==> src/design/spring_contact_force_jacobian_defines.svh <==
// Assertion helpers for the contact spring block.
`ifndef SPRING_CONTACT_FORCE_JACOBIAN_DEFINES_SVH
`define SPRING_CONTACT_FORCE_JACOBIAN_DEFINES_SVH

// same-cycle implication, sampled on aclk, off during reset
`define SCFJ_ASSERT_IMPL(name, ante, cons, msg) \
    name: assert property (@(posedge aclk) disable iff (!aresetn) (ante) |-> (cons)) \
        else $error(msg);

// next-cycle implication, sampled on aclk, off during reset
`define SCFJ_ASSERT_NEXT(name, ante, cons, msg) \
    name: assert property (@(posedge aclk) disable iff (!aresetn) (ante) |=> (cons)) \
        else $error(msg);

`endif

==> src/design/scfj_pkg.sv <==
package scfj_pkg;

    localparam int MAX_NODES    = 65536;
    localparam int DOF_PER_NODE = 4;

    localparam logic [31:0] STIFF_RESET = 32'h0001_0000;

    localparam int SUM_W       = 66;
    localparam int ROOT_W      = 33;
    localparam int SQRT_STAGES = 34;
    localparam int SQ_ACC_W    = 68;
    localparam int DIV_W       = 50;
    localparam int DEN_W       = 33;

    typedef struct packed {
        logic [15:0]        node_index;
        logic signed [31:0] node_x;
        logic signed [31:0] node_y;
        logic signed [31:0] node_z;
        logic signed [31:0] partner_x;
        logic signed [31:0] partner_y;
        logic signed [31:0] partner_z;
        logic [31:0]        rest_length;
        logic               last_contact;
    } in_t;

    typedef struct packed {
        logic [17:0]        dof_base;
        logic signed [31:0] force_x;
        logic signed [31:0] force_y;
        logic signed [31:0] force_z;
        logic signed [31:0] jac_xx;
        logic signed [31:0] jac_xy;
        logic signed [31:0] jac_xz;
        logic signed [31:0] jac_yy;
        logic signed [31:0] jac_yz;
        logic signed [31:0] jac_zz;
        logic               degenerate;
        logic               last;
    } out_t;

endpackage

==> src/design/scfj_sqrt.sv <==
module scfj_sqrt (
    input  logic                        aclk,
    input  logic                        en,
    input  logic [scfj_pkg::SUM_W-1:0]  radicand,
    output logic [scfj_pkg::ROOT_W-1:0] root
);
    import scfj_pkg::*;

    logic [SQ_ACC_W-1:0] x_reg   [SQRT_STAGES];
    logic [SQ_ACC_W-1:0] res_reg [SQRT_STAGES];

    for (genvar k = 0; k < SQRT_STAGES; k++) begin : g_stage
        localparam logic [SQ_ACC_W-1:0] BITV =
            SQ_ACC_W'(1) << (2 * (SQRT_STAGES - 1 - k));
        logic [SQ_ACC_W-1:0] x_in;
        logic [SQ_ACC_W-1:0] res_in;
        logic [SQ_ACC_W-1:0] trial;
        logic                ge;

        if (k == 0) begin : g_first
            assign x_in   = SQ_ACC_W'(radicand);
            assign res_in = '0;
        end else begin : g_rest
            assign x_in   = x_reg[k-1];
            assign res_in = res_reg[k-1];
        end

        assign trial = res_in + BITV;
        assign ge    = (x_in >= trial);

        always_ff @(posedge aclk) begin
            if (en) begin
                x_reg[k]   <= ge ? x_in - trial : x_in;
                res_reg[k] <= ge ? (res_in >> 1) + BITV : (res_in >> 1);
            end
        end
    end

    assign root = res_reg[SQRT_STAGES-1][ROOT_W-1:0];

endmodule

==> config.mk <==
export PLATFORM = sky130hd
export DESIGN_NAME = scfj_sqrt
export DESIGN_NICKNAME = d
export VERILOG_FILES = /design/src/design/spring_contact_force_jacobian_defines.svh /design/src/design/scfj_pkg.sv /design/src/design/scfj_sqrt.sv
export SDC_FILE = /design/constraint.sdc
export NUM_CORES = 2
export LEC_CHECK = 0
export BUFFER_PORTS_ARGS = -buffer_cell sky130_fd_sc_hd__buf_2
export CORE_UTILIZATION = 30
export DETAILED_ROUTE_END_ITERATION = 10
export SYNTH_ARGS = -nofsm -noshare
export SYNTH_HDL_FRONTEND = slang
export SYNTH_MEMORY_MAX_BITS = 65536
export SYNTH_SLANG_ARGS = --single-unit
==> constraint.sdc <==
create_clock -name aclk -period 9.4 [get_ports aclk]
set_input_delay 1.88 -clock aclk [delete_from_list [all_inputs] [get_ports aclk]]
set_output_delay 1.88 -clock aclk [all_outputs]
set_load 0.02 [all_outputs]
==> results.yml <==
logic_synthesis:
  synth_top_area_share_pct: 63.6
  synthesis.instances: 10400
  synthTopCellsByArea: "edfxtp_1, ha_1, xnor2_1, xor2_1, a21oi_1"
  synth_edf_count: 2802
  synth_largest_area_cell: "edfxtp_1"
  yosys-top-cells-count: "edfxtp_1, nand2_1, inv_1"
  synth-seq-cells: 2802
  syn_nets: 11100
  ys_types: 90
  synth_area_per_cell_um2: 12.7
  synth_ff_type: "edfxtp_1"
  async_flop_share_pct: 0
  synth_most_common_cell: "edfxtp_1"
  synth_area_um2: 132000
  yosys_warnings: 0
  yosysSeqAreaShare_pct: 63.6
grt:
  antenna_found_initial: 4
  grt_busiest_layer: "met2"
  grt_use_met3_pct: 1.48
  met1_usage_pct: 15.7
  grt_pass1_vias: 79000
  use_met2_pct: 24.3
  grt_max_degree: 186
  globalRoute.totalOverflow: 0
  grt.total_usage_pct: 13.2
  grt_pass1_wl_mm: 461
cts:
  clockBufferDepth: 4
  clk_latency_ns: 0.90
  clockRootBuffer: "clkbuf_16"
  cts_setup_buffers: 0
  clkTransAtPathRegs_ns: 0.06
  hold_buffers: 0
  ctsResizeCount: 0
  tritoncts: "built"
  htree_levels: 5
  cts.sinks: 2802
  cts-buffers-inserted: 291
timing:
  fmax_mhz: 198
  clock_skew_ns: 0.104
  hold_viol_final: 0
  fin_tns_setup_ns: 0
  rsz0062_at_grt: "no"
  period_share_pct: 53.7
  tightestPinTransition_ns: 1.28
  whs_ns: 0.398
  finalSetupViolCount: 0
  setup_ws_ns: 4.35
  finalMaxSlewViolations: 0
  period_needed_ns: 5.05
  slew_headroom_pct: 14.0
die:
  die_w_um: 666
  coreArea_um2: 438000
  initial_core_util_pct: 30.2
  dieArea_um2: 444000
  dieHeight_um: 666
  rows: 243
  ios: 101
layout:
  n_fill_cell: 42800
  largest_reg_flops: 2241
  nets: 11300
  final_design_area_no_fill_um2: 150000
  drive_gt1_share_pct: 6.79
  synthToLayoutAreaGrowth_pct: 13.1
worst_setup_path:
  crit_type: "reg2reg"
  cp_data_required_time_ns: 10.00
  crit_arrival_ns: 5.65
  worstPathMaxFanout: 15
  startpoint_type: "register"
  cp-end-kind: "register"
placement:
  gp_congestion: 0.896
  numPortBuffers: 100
  dpl_worst_slack_ns: 4.45
  place_area_um2: 140000
  dp_hpwl_mm: 227
worst_hold_path:
  hp-class: "reg2reg"
flow_run:
  maxCapViolCount: 0
pwr:
  total_power_w: 0.0355
  p_per_area_nw_per_um2: 237
  p_leak_nw: 54.6
  max-vdd-ir-drop_v: 0.000200
routing:
  viasPerCell: 4.79
  wl_per_cell_um: 18.0
  drt-total-wl_mm: 302
  drtIter0Drc: 6080
  vias: 80300
  antenna_left: 0
  drc_errors: 0
  dr.pass1.iters: 6
outcome:
  status: "complete, no violations"
## layout make-up
| cell class | count | area, um2 | area share [%] |
|---|---|---|---|
| sequential | 2802 | 84100 | 56.2 |
| multi-input combinational | 6672 | 44700 | 29.9 |
| clock buffer | 338 | 7610 | 5.08 |
| tap | 5880 | 7360 | 4.92 |
| inverter | 714 | 2680 | 1.79 |
| clock inverter | 180 | 1960 | 1.31 |
| timing repair buffer | 161 | 1130 | 0.758 |
| antenna | 3 | 7.51 | 0.00502 |
## final timing paths
check | from | endpoint | slack, ns | cells after the start
max | x_reg[31][15] | x_reg[32][41] | 4.35 | 13
min | x_reg[14][31] | x_reg[15][31] | 0.40 | 0
max reg2reg | x_reg[31][15] | x_reg[32][41] | 4.35 | 13
min reg2reg | x_reg[14][31] | x_reg[15][31] | 0.40 | 0
## metrics by stage
stage | util [%] | cells
floorplan | - | 10400
global placement | 31.9 | 16200
detailed placement | 31.9 | 16200
CTS | 34.1 | 16700
global route | 34.1 | 16700
finish | 34.1 | 16800
## critical path, stage by stage (launching register included)
cell and delay [ns]:
edfxtp_1 0.40, ha_1 0.41, and3_1 0.25, and4_1 0.42, o21ai_0 0.37, a31oi_1 0.51
a31oi_1 0.22, o21ai_0 0.49, a21oi_1 0.18, nor2b_4 0.16, inv_2 0.21, nand3b_1 0.50
or4_1 0.60, xnor2_1 0.14
## cell families (layout without fill, tap and decap cells)
| family | count (synthesis) | in the layout | synth area share [%] |
|---|---|---|---|
| simple gates | 3078 | 3078 | 11.9 |
| other cells | 1 | 4 | 0.00284 |
| compound gates | 1925 | 1925 | 8.95 |
| mux | 85 | 85 | 0.717 |
| xor+xnor | 993 | 993 | 6.58 |
| flops | 2802 | 2802 | 63.6 |
| fa+ha+maj | 590 | 590 | 5.58 |
| buf+inv | 924 | 1393 | 2.63 |
## per-layer routing
layer	wire length [um]	part of all wire (%)
met1	125000	41
met2	155000	51
met3	10800	3.6
met4	11400	3.8
met5	0	0
## report_power, final
part / internal, W / total, W / switching (W)
clock network: 0.00682 / 0.0116 / 0.00482
registers: 0.0158 / 0.0170 / 0.00120
logic: 0.00282 / 0.00693 / 0.00411
## layout by cell type (no fill, tap or decap), types with 36 or more instances in the layout
cell          n
edfxtp_1   2802
nand2_1     746
inv_1       709
nor2_1      638
ha_1        590
a21oi_1     580
o21ai_0     542
xnor2_1     527
xor2_1      466
nor4_1      357
clkbuf_16   298
a21o_1      275
nor3_1      269
nand3_1     178
nand4_1     165
nand2b_1    123
or3_1       112
buf_2       100
o21a_1       88
nor2b_1      79
or4_1        73
clkinv_1     67
mux2_2       65
and3_1       59
a31oi_1      55
o31ai_1      52
o21bai_1     47
buf_4        47
nand3b_1     44
nor4b_1      44
a211oi_1     41
clkbuf_1     40
and2_1       38
clkinv_2     37
or2_2        36
bufinv_16    36
Note: power is estimated with default switching activity, not from simulation.
